[src/sv/mi4_pkg.sv]
package mi4_pkg;

   localparam int MATRIX_ELEMENTS = 16;
   localparam int IDX_W = 4;
   localparam int ELEM_W = 16;
   localparam int COF_W = 50;
   localparam int DET_W = 58;
   localparam int DSUM_W = 68;
   localparam int Q_W = 33;
   localparam int OUT_W = 32;
   localparam int THR_W = 32;
   localparam logic [THR_W-1:0] THRESHOLD_RESET = 32'd168;

   typedef struct packed {
      logic signed [ELEM_W-1:0] value;
      logic [IDX_W-1:0] idx;
   } elem_type;

   typedef struct packed {
      logic [IDX_W-1:0] a;
      logic [IDX_W-1:0] b;
      logic [IDX_W-1:0] c;
      logic neg;
   } term_type;

   // one signed triple product of the 3x3 minor behind adjugate entry k
   function automatic term_type cof_term(input logic [IDX_W-1:0] k, input logic [2:0] t);
      logic [1:0] rs [3];
      logic [1:0] cs [3];
      logic [1:0] r;
      logic [1:0] c;
      logic [1:0] p0;
      logic [1:0] p1;
      logic [1:0] p2;
      logic odd;
      logic [1:0] ki;
      logic [1:0] ji;
      term_type tt;
      r = k[3:2];
      c = k[1:0];
      ki = 2'd0;
      ji = 2'd0;
      for (int i = 0; i < 3; i++) begin
         rs[i] = 2'd0;
         cs[i] = 2'd0;
      end
      for (int i = 0; i < 4; i++) begin
         if (2'(i) != c) begin
            rs[ki] = 2'(i);
            ki++;
         end
         if (2'(i) != r) begin
            cs[ji] = 2'(i);
            ji++;
         end
      end
      case (t)
         3'd1: begin p0 = 2'd0; p1 = 2'd2; p2 = 2'd1; odd = 1'b1; end
         3'd2: begin p0 = 2'd1; p1 = 2'd0; p2 = 2'd2; odd = 1'b1; end
         3'd3: begin p0 = 2'd1; p1 = 2'd2; p2 = 2'd0; odd = 1'b0; end
         3'd4: begin p0 = 2'd2; p1 = 2'd0; p2 = 2'd1; odd = 1'b0; end
         3'd5: begin p0 = 2'd2; p1 = 2'd1; p2 = 2'd0; odd = 1'b1; end
         default: begin p0 = 2'd0; p1 = 2'd1; p2 = 2'd2; odd = 1'b0; end
      endcase
      tt.a = {rs[0], cs[p0]};
      tt.b = {rs[1], cs[p1]};
      tt.c = {rs[2], cs[p2]};
      tt.neg = odd ^ r[0] ^ c[0];
      return tt;
   endfunction

endpackage

[src/sv/mi4_fifo.sv]
module mi4_fifo
   import mi4_pkg::*;
(
   input  logic     clock,
   input  logic     reset,
   input  logic     push,
   input  elem_type din,
   input  logic     pop,
   output elem_type dout,
   output logic     full,
   output logic     empty
);

   elem_type slot_ff [2];
   elem_type slot_in [2];
   logic wr_ptr_ff, wr_ptr_in;
   logic rd_ptr_ff, rd_ptr_in;
   logic [1:0] count_ff, count_in;

   assign full = count_ff == 2'd2;
   assign empty = count_ff == 2'd0;
   assign dout = slot_ff[rd_ptr_ff];

   always_comb begin
      slot_in = slot_ff;
      wr_ptr_in = wr_ptr_ff;
      rd_ptr_in = rd_ptr_ff;
      count_in = count_ff;
      if (push) begin
         slot_in[wr_ptr_ff] = din;
         wr_ptr_in = ~wr_ptr_ff;
      end
      if (pop) begin
         rd_ptr_in = ~rd_ptr_ff;
      end
      if (push && !pop) begin
         count_in = count_ff + 2'd1;
      end else if (pop && !push) begin
         count_in = count_ff - 2'd1;
      end
   end

   always_ff @(posedge clock) begin
      slot_ff <= slot_in;
      if (reset) begin
         wr_ptr_ff <= 1'b0;
         rd_ptr_ff <= 1'b0;
         count_ff <= 2'd0;
      end else begin
         wr_ptr_ff <= wr_ptr_in;
         rd_ptr_ff <= rd_ptr_in;
         count_ff <= count_in;
      end
   end

endmodule

[config.mk]
export PLATFORM = sky130hd
export DESIGN_NAME = mi4_fifo
export DESIGN_NICKNAME = d
export VERILOG_FILES = /design/src/sv/mi4_pkg.sv /design/src/sv/mi4_fifo.sv
export SDC_FILE = /design/constraint.sdc
export NUM_CORES = 1
export LEC_CHECK = 0
export BUFFER_PORTS_ARGS = -buffer_cell sky130_fd_sc_hd__buf_2
export CAP_MARGIN = 10
export CORE_MARGIN = 3
export CORE_UTILIZATION = 50
export DETAILED_ROUTE_END_ITERATION = 7
export PLACE_DENSITY = 0.77
export SLEW_MARGIN = 20
export SYNTH_ARGS = -nofsm -noshare
export SYNTH_HDL_FRONTEND = slang
export SYNTH_SLANG_ARGS = --single-unit
export TNS_END_PERCENT = 5
[constraint.sdc]
create_clock -name clock -period 2 [get_ports clock]
set_input_delay 0.2 -clock clock [delete_from_list [all_inputs] [get_ports clock]]
set_output_delay 0.2 -clock clock [all_outputs]
set_load 0.02 [all_outputs]
==> results.md <==
| Item | This run | Unit |
| --- | --- | --- |
| Final Max Slew Viols | 0 | - |
| Main combinational cell family by area after synthesis | multiplexers | - |
| Net Count, Synth | 107 | - |
| Final cycle utilization of the critical path | 0.8037 | - |
| Clk slew on worst S/H paths | 0.12 | ns |
| Post-CTS setup repair buffer count | 0 | - |
| Placed wire-length estimate after detailed placement | 1868 | µm |
| Max clock buf depth | 2 | - |
| Worst Clk Skew | 0.005970 | ns |
| Maximum number of pins on one net before global-route repair | 15 | - |
| Count of clock tree sinks | 44 | - |
| Horiz. Die Dim | 62.93 | µm |
| Mux cell area share after synthesis | 0.1390 | - |
| Post-synthesis async set-or-reset flop share | 0 | - |
| Worst min-delay path class | primary input to flop | - |
| Worst R2R End | slot_ff[14] | - |
| Share of the synthesized netlist area taken by xor and xnor gates | 0.02162 | - |
| Count of mapped cells out of synthesis | 82 | - |
| Post-synth top cells | 40 x edfxtp_1, 20 x mux2_2, 4 x dfxtp_1, 4 x nor2_1 | - |
| DRC viols | 0 | - |
| Depth of the worst hold-timing path | 1 | - |
| Number of I/O pins | 46 | - |
| Detailed-router iteration count before antenna repair | 4 | - |
| Total routing usage reported by global routing | 0.1409 | - |
| Number of distinct library cells after synthesis | 15 | - |
| Fraction of the yosys area taken by sequential cells | 0.7907 | - |
| Number of buffers and inverters on the critical path | 2 | - |
| Routed WL | 2591 | µm |
| First-pass GRT wire length | 4174 | µm |
| Total via count after detailed routing | 885 | - |
| Shortest period the worst path allows | 1.607 | ns |
| Post-synthesis share of cell area spent on full adders, half adders and majority gates | 0.007722 | - |
| Worst endpoint data arrival time | 1.41 | ns |
| # diodes | 0 | - |
| Number of H-tree levels | 2 | - |
| Ratio of routed vias to standard cells | 4.836 | - |
| Source of the worst hold timing path | din[1] | - |
| Sum of internal, switching and leakage power | 1.905 | mW |
| Placer congestion estimate | 0.6499 | - |
| Area growth from synthesis to layout | 24.56 | % |
| ANT nets after route | 0 | - |
| Leakage power | 0.7864 | nW |
| Worst Path Required | 1.80 | ns |
| Share of the synthesized area in compound gates (AO/OA/AOI/OAI) | 0.006178 | - |
| Slowest cell on crit path | mux2_2 | - |
| Status | completed | - |
| Root Driver | clkbuf_4 | - |
| Quantity of hold-fixing buffers added after cts | 0 | - |
| Vertical die dimension | 62.93 | µm |
| Share of cells above drive strength 1 | 0.5755 | - |
| Flop2flop setup slack | 0.97 | ns |
| Global-route congestion overflow total | 0 | - |
| Dominant cell by count in the synthesized netlist | edfxtp_1 | - |
| Number of nets in the final layout | 163 | - |
| Prevailing post-synth register cell | edfxtp_1 | - |
| Vias in the first global route | 930 | - |
| Yosys top cell area share | 0.7413 | - |
| Cell family with most CP delay | buffers and inverters | - |
| Count of endpoints failing hold in the final timing report | 0 | - |
| Maximum net fanout on the critical path | 11 | - |
| EDFF count, synth | 40 | - |
| Number of buffers created by CTS | 5 | - |
| Endpoint of the worst hold-timing path | slot_ff[1] | - |
| CP Cell Sequence | buf_4 -> mux2_2 -> buf_2 | - |
| Mean post-synth cell area | 19.76 | µm² |
| CTS tree | yes | - |
| Post-Route Setup TNS | 0 | ns |
| Maximum single-stage delay on the critical path | 0.36 | ns |
| RSZ-0062 raised after global routing | no | - |
| #FFs+latches synth | 44 | - |
| # Max-Cap Violations | 0 | - |
| CP startpoint kind | flop | - |
| Quantity of gates resized following cts | 0 | - |
| Count of cells along the worst register-to-register path | 2 | - |
| Overall die area | 3960 | µm² |
| Routed length per placed instance | 14.16 | µm |
| Starting Density | 0.5264 | - |
| Core ar. | 3078 | µm² |
| Startpoint of the lowest-slack register-to-register path | wr_ptr_ff | - |
| Max Clock Freq | 622.2 | MHz |
| Yosys top cell by area | edfxtp_1 | - |
| Power density over the cells | 944.0 | nW/µm² |
| Worst slew slack as a fraction of its limit | 0.8973 | - |
| Number of filler instances in the final layout | 239 | - |
| Synth Area in Simple Gates | 0.02625 | - |
| Worst-margin pin slew | 0.1525 | ns |
| Rows | 20 | - |
| Peak ir drop on the vdd network | 0.4692 | mV |
| DR iter-0 viols | 26 | - |
| Worst skew pair latency | 0.34 | ns |
| Kind of end point of the critical path | primary output | - |
| Critical path type | flop to primary output | - |
| Final Setup Violations | 0 | - |
| Synth top area cells | edfxtp_1 74%, mux2_2 14%, dfxtp_1 4.9% | - |
| Syn Std Cell Area | 1620 | µm² |
| Number of antenna violations at the first check in global routing | 0 | - |
| Count of buffers from port buffering | 45 | - |
| Warning count from the yosys run | 0 | - |
[how the worst max path moves through the flow]
stage | startpoint | slack, ns | end | depth (start not counted)
6_report | rd_ptr_ff | 0.39 | dout[9] | 3
3_5_place_dp | rd_ptr_ff | 0.76 | dout[11] | 3
5_1_grt | rd_ptr_ff | 0.31 | dout[11] | 3
3_3_place_gp | rd_ptr_ff | 0.78 | dout[11] | 3
4_1_cts | rd_ptr_ff | 0.36 | dout[11] | 3
2_1_floorplan | wr_ptr_ff | 0.36 | slot_ff[20] | 1
[cells in the final DEF, fill, tap and decap left out, types with 2 or more instances in the layout]
cell and n:
buf_2 45, buf_4 6, clkbuf_4 5, dfxtp_1 4
edfxtp_1 40, mux2_2 20, nor2_1 4, xnor2_1 2
xor2_1 2
[per-stage QoR]
| stage | cells | hold slack [ns] | utilization | setup slack (ns) | cell area [µm²] |
|---|---|---|---|---|---|
| floorplan | 82 | 0.2691 | - | 0.3606 | 1620 |
| global placement | 175 | 0.3897 | 0.6297 | 0.7776 | 1938 |
| detailed placement | 175 | 0.3915 | 0.6297 | 0.7650 | 1938 |
| CTS | 183 | 0.01731 | 0.6557 | 0.3639 | 2018 |
| global route | 183 | 0.01256 | 0.6557 | 0.3137 | 2018 |
| finish | 183 | 0.03323 | 0.6557 | 0.3927 | 2018 |
[kinds of logic after synthesis]
family                   count (synthesis)
flip-flops                              44
multiplexers                            20
AND/OR/NAND/NOR                          8
XOR/XNOR                                 4
buffers and inverters                    3
AO/OA/AOI/OAI                            2
adder cells (fa/ha/maj)                  1
[routing by layer]
metal | vias up | wire length, µm | track usage
li1 | 422 | - | -
met2 | 38 | 1253 | 0.2266
met1 | 423 | 1088 | 0.1671
met4 | 0 | 21 | 0.06612
met5 | - | 0 | 0
met3 | 2 | 228 | 0.05216
[layout make-up]
cell class / instances / area [µm²] / area share
inverters: 1 / 3.754 / 0.001860
clock inverters: 3 / 42.54 / 0.02108
repair buffers: 51 / 270.3 / 0.1339
well taps: 44 / 55.05 / 0.02728
flip-flops and latches: 44 / 1281 / 0.6348
clock buffers: 5 / 37.54 / 0.01860
multi-input cells: 35 / 327.8 / 0.1624
[power breakdown]
group	switching, mW	total, mW	internal, mW
clock network	0.270	0.531	0.261
registers	0.0190	1.09	1.07
logic	0.162	0.287	0.125
[state kept, by name, indices dropped and copies added, names as in the netlist]
name       count
wr_ptr_ff      1
rd_ptr_ff      1
count_ff       2
slot_ff       40
No activity file was read; power rests on OpenSTA's default activity.
