## src/sv/mi4_pkg.sv

```systemverilog
package mi4_pkg;

   localparam int MATRIX_ELEMENTS = 16;
   localparam int IDX_W = 4;
   localparam int ELEM_W = 16;
   localparam int COF_W = 50;
   localparam int DET_W = 58;
   localparam int DSUM_W = 68;
   localparam int Q_W = 33;
   localparam int OUT_W = 32;
   localparam int THR_W = 32;
   localparam logic [THR_W-1:0] THRESHOLD_RESET = 32'd168;

   typedef struct packed {
      logic signed [ELEM_W-1:0] value;
      logic [IDX_W-1:0] idx;
   } elem_type;

   typedef struct packed {
      logic [IDX_W-1:0] a;
      logic [IDX_W-1:0] b;
      logic [IDX_W-1:0] c;
      logic neg;
   } term_type;

   // one signed triple product of the 3x3 minor behind adjugate entry k
   function automatic term_type cof_term(input logic [IDX_W-1:0] k, input logic [2:0] t);
      logic [1:0] rs [3];
      logic [1:0] cs [3];
      logic [1:0] r;
      logic [1:0] c;
      logic [1:0] p0;
      logic [1:0] p1;
      logic [1:0] p2;
      logic odd;
      logic [1:0] ki;
      logic [1:0] ji;
      term_type tt;
      r = k[3:2];
      c = k[1:0];
      ki = 2'd0;
      ji = 2'd0;
      for (int i = 0; i < 3; i++) begin
         rs[i] = 2'd0;
         cs[i] = 2'd0;
      end
      for (int i = 0; i < 4; i++) begin
         if (2'(i) != c) begin
            rs[ki] = 2'(i);
            ki++;
         end
         if (2'(i) != r) begin
            cs[ji] = 2'(i);
            ji++;
         end
      end
      case (t)
         3'd1: begin p0 = 2'd0; p1 = 2'd2; p2 = 2'd1; odd = 1'b1; end
         3'd2: begin p0 = 2'd1; p1 = 2'd0; p2 = 2'd2; odd = 1'b1; end
         3'd3: begin p0 = 2'd1; p1 = 2'd2; p2 = 2'd0; odd = 1'b0; end
         3'd4: begin p0 = 2'd2; p1 = 2'd0; p2 = 2'd1; odd = 1'b0; end
         3'd5: begin p0 = 2'd2; p1 = 2'd1; p2 = 2'd0; odd = 1'b1; end
         default: begin p0 = 2'd0; p1 = 2'd1; p2 = 2'd2; odd = 1'b0; end
      endcase
      tt.a = {rs[0], cs[p0]};
      tt.b = {rs[1], cs[p1]};
      tt.c = {rs[2], cs[p2]};
      tt.neg = odd ^ r[0] ^ c[0];
      return tt;
   endfunction

endpackage

```

## src/sv/mi4_front.sv

```systemverilog
module mi4_front
   import mi4_pkg::*;
(
   input  logic                     clock,
   input  logic                     reset,
   input  logic                     start,
   input  logic signed [ELEM_W-1:0] element_value,
   input  logic                     queue_full,
   output logic                     busy,
   output logic                     push,
   output elem_type                 entry
);

   logic [IDX_W-1:0] load_count_ff, load_count_in;

   assign busy = queue_full;
   assign push = start && !queue_full;
   assign entry.value = element_value;
   assign entry.idx = load_count_ff;
   assign load_count_in = push ? load_count_ff + 4'd1 : load_count_ff;

   always_ff @(posedge clock) begin
      if (reset) begin
         load_count_ff <= '0;
      end else begin
         load_count_ff <= load_count_in;
      end
   end

endmodule

```

## config.mk

```make
export PLATFORM = sky130hd
export DESIGN_NAME = mi4_front
export DESIGN_NICKNAME = d
export VERILOG_FILES = /design/src/sv/mi4_pkg.sv /design/src/sv/mi4_front.sv
export SDC_FILE = /design/constraint.sdc
export NUM_CORES = 1
export LEC_CHECK = 0
export BUFFER_PORTS_ARGS = -buffer_cell sky130_fd_sc_hd__buf_2
export CAP_MARGIN = 5
export CORE_AREA = 5 5 42 44
export CTS_CLUSTER_DIAMETER = 150
export CTS_CLUSTER_SIZE = 30
export DETAILED_ROUTE_END_ITERATION = 12
export DIE_AREA = 0 0 47 49
export GPL_TIMING_DRIVEN = 0
export PLACE_DENSITY = 0.66
export SETUP_SLACK_MARGIN = 0.02
export SYNTH_ARGS = -nofsm -noshare
export SYNTH_HDL_FRONTEND = slang
export SYNTH_SLANG_ARGS = --single-unit
```

## constraint.sdc

```tcl
create_clock -name clock -period 1 [get_ports clock]
set_input_delay 0.05 -clock clock [delete_from_list [all_inputs] [get_ports clock]]
set_output_delay 0.05 -clock clock [all_outputs]
set_load 0.02 [all_outputs]
```

==> results of run 1 <==
## layout make-up
cell class	count	area, um2
buffer	17	127.6
clock buffer	3	22.52
fill	154	907.1
multi-input combinational	13	112.6
sequential	4	86.33
tap	16	20.02
timing repair buffer	25	125.1
## where the power goes
| group | total [mW] | leakage [nW] | internal [mW] | switching (mW) |
|---|---|---|---|---|
| Combinational | 0.177 | 0.227 | 0.0873 | 0.0897 |
| Sequential | 0.174 | 0.0341 | 0.166 | 0.00808 |
| Clock | 0.191 | 0.0138 | 0.134 | 0.0571 |
## worst max path at each step
stage,startpoint,to,slack (ns)
after global routing,load_count_ff[0],load_count_ff[2],0.05
after global placement,load_count_ff[0],load_count_ff[2],0.07
after CTS,load_count_ff[0],load_count_ff[2],0.07
after detailed placement,load_count_ff[0],load_count_ff[2],0.08
after floorplan,load_count_ff[0],load_count_ff[2],0.07
final,load_count_ff[0],load_count_ff[2],0.1
## repair_timing
item	CTS	global route
resized for setup	0	3
endpoints found under the hold margin	0	0
setup endpoints to repair	0	1
## critical path: cells and delay by family, from the launching register on
family                   cells  cell delay [ns]
XOR/XNOR                     1             0.15
adder cells (fa/ha/maj)      1             0.15
flip-flops                   1             0.35
AND/OR/NAND/NOR              2             0.14
## logic make-up after synthesis
group,count (synthesis)
buffers and inverters,17
flip-flops,4
AND/OR/NAND/NOR,8
XOR/XNOR,2
adder cells (fa/ha/maj),1
multiplexers,2
## layer usage
| metal | track usage | share of wire |
|---|---|---|
| met5 | 0 | 0 |
| met4 | 0.04147 | 0 |
| met3 | 0.04797 | 0.17 |
| met2 | 0.1063 | 0.54 |
| met1 | 0.05714 | 0.29 |
## through the flow
step,instance area (um2),utilization,std cells
global route,494.2,0.3527,78
finish,494.2,0.3527,78
CTS,479.2,0.3420,78
detailed placement,456.7,0.3259,75
floorplan,311.5,-,34
global placement,456.7,0.3259,75
## cells in the final DEF (no fill, tap or decap), drive strengths merged
| cell type | netlist | layout |
|---|---|---|
| xnor2 | 1 | 1 |
| buf | 17 | 42 |
| nand3b | 1 | 1 |
| xor2 | 1 | 1 |
| mux2i | 1 | 1 |
| ha | 1 | 1 |
| mux2 | 1 | 1 |
| nor2 | 4 | 4 |
| clkbuf | 0 | 3 |
| nor2b | 2 | 2 |
| dfxtp | 4 | 4 |
| nand4 | 1 | 1 |
==> flow_summary.json, run 1 <==
{
  "gp_congestion": 0.6556,
  "synthesis.nets": 55,
  "rsz0062_at_grt": "false",
  "grt_use_total": 0.06690,
  "synth_xor_xnor_area_share": 0.05691,
  "place_ws_ns": 0.08277,
  "r2r-start": "load_count_ff[0]",
  "r2r_setup_slack_ns": 0.1,
  "io_buffers": 25,
  "fin_crit_sh": 0.9008,
  "critPathMaxFanout": 4,
  "grt_overflow": 0,
  "clockRootBuffer": "clkbuf_4",
  "finalClockSkew_ns": 0.0009221,
  "cpMaxStageDelayCell": "dfxtp_4",
  "grt_max_degree": 6,
  "period_needed_ns": 0.9008,
  "cp_data_required_time_ns": 1.11,
  "numCtsBuffers": 3,
  "worstSkewPairLatency_ns": 0.23,
  "die_h_um": 49,
  "endpoint_kind": "flop",
  "synth_mux_area_frac": 0.06911,
  "nets": 85,
  "fin_hold_ws_ns": 0.04247,
  "cts_tree": "yes",
  "synth_seq_cells": 4,
  "io_pins": 42,
  "p_leak_nw": 0.2751,
  "dr.pass1.iters": 2,
  "yosys.area_share.adder": 0.04065,
  "ir_drop_v": 0.0003450,
  "yosysTopAreaCellShare": 0.4146,
  "synth_top_family_by_area": "buffers and inverters",
  "wire_per_inst_um": 9.115,
  "syn_area_per_cell_um2": 9.053,
  "synth_async_sr_flop_share": 0,
  "setup_viol_count_final": 0,
  "timing_worst_slew_pin_value_ns": 0.1130,
  "synthFlopType": "dfxtp_1",
  "clock_sinks": 4,
  "fp.coreArea_um2": 1401,
  "synth_edf_count": 0,
  "dp_hpwl_um": 639.9,
  "max-cap-violations": 0,
  "yosysTopAreaCell": "buf_4",
  "synth_compound_area_frac": 0,
  "vias": 291,
  "hold_depth": 2,
  "synth_commonest_cells": "buf_4, dfxtp_1, nor2_1",
  "area_growth_pct": 60.57,
  "viasPerCell": 3.731,
  "cts_setup_buffers": 0,
  "worstSetupStartpointType": "flop",
  "clockBufferDepth": 2,
  "drive_above_1_share": 0.8065,
  "finalHoldViolations": 0,
  "grt_pass1_vias": 282,
  "holdBufCountCts": 0,
  "dieArea_um2": 2303,
  "min_from": "reset",
  "syn_area_um2": 307.8,
  "synth_cell_types": 12,
  "critical_path_arrival_ns": 1.02,
  "syn_inst": 34,
  "top_regs": "load_count_ff (4)",
  "totalWireLength_um": 711,
  "clock.fmax_ghz": 1.110,
  "worstSetupPathType": "flop to flop",
  "path_clk_slew_ns": 0.04,
  "crit_path_cell_trace": "ha_4 -> nand3b_1 -> xor2_1 -> nor2_1",
  "reg2reg_depth": 4,
  "start_util": 0.2196,
  "hp-class": "input pin to flop",
  "slowest_delay_ns": 0.35,
  "powerDensity_nw_per_um2": 1097,
  "rows": 14,
  "status": "finished, final reports clean",
  "dieWidth_um": 47,
  "htreeDepth": 1,
  "grt_pass1_wl_mm": 1.076,
  "largest_register_ffs": 4,
  "hold_end": "load_count_ff[0]",
  "slew_violations": 0,
  "drc": 0,
  "synth-simple-area-share": 0.1585,
  "ys_warn_count": 0,
  "power.total_uw": 542.2,
  "synth_seq_area_share": 0.2602,
  "antenna_cells": 0,
  "drt_iter0_drc": 3,
  "fin_setup_tns_ns": 0,
  "ant_nets": 0,
  "setup_slack_ns": 0.09916,
  "synth_area_leaders": "buf_4, dfxtp_1, nor2_1",
  "slew_headroom": 0.9225,
  "largest-register": "load_count_ff",
  "yosysMostFrequentCell": "buf_4",
  "timing.rr.end": "load_count_ff[2]",
  "grt_antenna_before_repair": 0
}
No activity file was read; power rests on OpenSTA's default activity.
==> inputs of run 2 (changes only) <==
Settings changed: ABC_AREA set to 1, PLACE_DENSITY 0.66 to 0.68.
==> flow_summary.json, run 2 <==
{
  "worstSetupStartpointType": "flop",
  "grt.busiest_layer": "met2",
  "ir_drop_v": 0.0003186,
  "critPathMaxFanout": 4,
  "io_buffers": 25,
  "synthesis.nets": 65,
  "dp_hpwl_um": 702.2,
  "worstSkewPairLatency_ns": 0.24,
  "yosysMostFrequentCell": "buf_4",
  "timing_worst_slew_pin_value_ns": 0.1460,
  "max-cap-violations": 0,
  "ant_nets": 0,
  "combPwrFrac": 0.324,
  "use_met1": 0.08571,
  "synth_mux_area_frac": 0,
  "drt_iter0_drc": 3,
  "syn_inst": 44,
  "htreeDepth": 1,
  "critical_path_arrival_ns": 0.99,
  "status": "finished, final reports clean",
  "mostFrequentLayoutCell": "buf_2",
  "fp.coreArea_um2": 1401,
  "grt_pass1_wl_mm": 1.290,
  "viasPerCell": 3.719,
  "antenna_cells": 0,
  "design_area_um2": 511.7,
  "powerDensity_nw_per_um2": 1096,
  "synth_seq_cells": 4,
  "die_h_um": 49,
  "clock.fmax_ghz": 1.160,
  "wire_per_inst_um": 9.090,
  "drive_above_1_share": 0.7397,
  "setup_viol_count_final": 0,
  "utilization": 0.3652,
  "synth_cell_types": 15,
  "synthFlopType": "dfxtp_1",
  "worstSetupPathType": "flop to flop",
  "start_util": 0.2375,
  "top_regs": "load_count_ff (4)",
  "fin_setup_tns_ns": 0,
  "vias": 331,
  "multiInputGateArea_um2": 110.1,
  "grt_pass1_vias": 332,
  "yosys.area_share.adder": 0.03759,
  "fin_crit_sh": 0.8623,
  "dieArea_um2": 2303,
  "grt_overflow": 0,
  "finalClockSkew_ns": 0.007592,
  "slew_headroom": 0.9016,
  "ys_warn_count": 0,
  "synth_area_leaders": "buf_4, dfxtp_1, nand2_1",
  "synth_edf_count": 0,
  "power.total_uw": 560.8,
  "period_needed_ns": 0.8623,
  "grt_max_degree": 6,
  "internal_power_uw": 385.8,
  "final_cell_mix": "buf_2, buf_4, nand2_1, nor2_1",
  "rows": 14,
  "synth_async_sr_flop_share": 0,
  "clockBufferDepth": 2,
  "hp-class": "input pin to flop",
  "io_pins": 42,
  "fillers": 145,
  "cp_data_required_time_ns": 1.13,
  "swShare": 0.3120,
  "p_clk_frac": 0.372,
  "nets": 96,
  "rsz0062_at_grt": "false",
  "dieWidth_um": 47,
  "synth_compound_area_frac": 0.05639,
  "pwr-share-seq": 0.304,
  "largest_register_ffs": 4,
  "yosysTopAreaCellShare": 0.3835,
  "fin_hold_ws_ns": 0.1322,
  "yosysTopAreaCell": "buf_4",
  "path_clk_slew_ns": 0.04,
  "endpoint_kind": "flop",
  "gp_congestion": 0.6188,
  "area_growth_pct": 53.76,
  "synth_xor_xnor_area_share": 0,
  "totalWireLength_um": 809,
  "use_met3": 0.04428,
  "slew_violations": 0,
  "syn_area_um2": 332.8,
  "finalHoldViolations": 0,
  "regArea_um2": 81.33,
  "cts_tree": "yes",
  "grt_use_total": 0.07958,
  "clockRootBuffer": "clkbuf_4",
  "largest-register": "load_count_ff",
  "cts_setup_buffers": 0,
  "dpl-instance-area_um2": 479.2,
  "gr-usage-met2": 0.1131,
  "p_leak_nw": 0.2893,
  "numCtsBuffers": 3,
  "synth_top_family_by_area": "buffers and inverters",
  "clock_sinks": 4,
  "synth-simple-area-share": 0.2368,
  "drc": 0,
  "synth_seq_area_share": 0.2406,
  "p_switching_uw": 175.0,
  "syn_area_per_cell_um2": 7.564,
  "dr.pass1.iters": 2,
  "synth_commonest_cells": "buf_4, nand2_1, dfxtp_1, nor2_1",
  "grt_antenna_before_repair": 0
}
run 2: metrics by stage:
stage | instances | setup WS, ns
detailed placement | 85 | 0.1390
floorplan | 44 | 0.03393
CTS | 89 | 0.1335
global placement | 85 | 0.1511
finish | 89 | 0.1377
global route | 89 | 0.05311
run 2: what timing repair did:
action	CTS	global route
gates resized for setup	0	0
endpoints found under the hold margin	1	0
hold buffers	1	0
run 2: cell type report:
class | instances | area share
inverter | 4 | 0.02934
sequential | 4 | 0.1589
multi-input combinational | 19 | 0.2152
buffer | 17 | 0.2494
clock buffer | 3 | 0.04401
tap | 16 | 0.03912
timing repair buffer | 26 | 0.2641
run 2: routing by layer:
metal	part of all wire	up-vias
met5	0	-
met4	0.019	0
met3	0.13	2
met2	0.51	20
met1	0.34	133
li1	-	176
run 2: logic make-up after synthesis:
group | Yosys count
AOI/OAI and AO/OA | 3
and+or+nand+nor | 15
adders and majority gates | 1
DFF | 4
buffers and inverters | 21
run 2: power by group through the flow:
stage,combinational [mW],sequential (mW),clock [mW]
finish,0.182,0.170,0.209
global route,0.196,0.171,0.223
floorplan,0.124,0.178,0
CTS,0.184,0.170,0.214
global placement,0.179,0.173,0
detailed placement,0.181,0.173,0
run 2: worst max-delay path, stage by stage, from the launching register on:
cell and delay (ns):
dfxtp_1 0.36, ha_1 0.20, nand3_1 0.08, nand2_1 0.08, a21oi_2 0.03
run 2: worst paths after layout:
path,start,endpoint,slack (ns),depth (start not counted)
worst min register to register,load_count_ff[2],load_count_ff[2],0.48,2
worst min-delay path,start,load_count_ff[0],0.13,4
worst max register to register,load_count_ff[1],load_count_ff[2],0.14,4
worst max-delay path,load_count_ff[1],load_count_ff[2],0.14,4
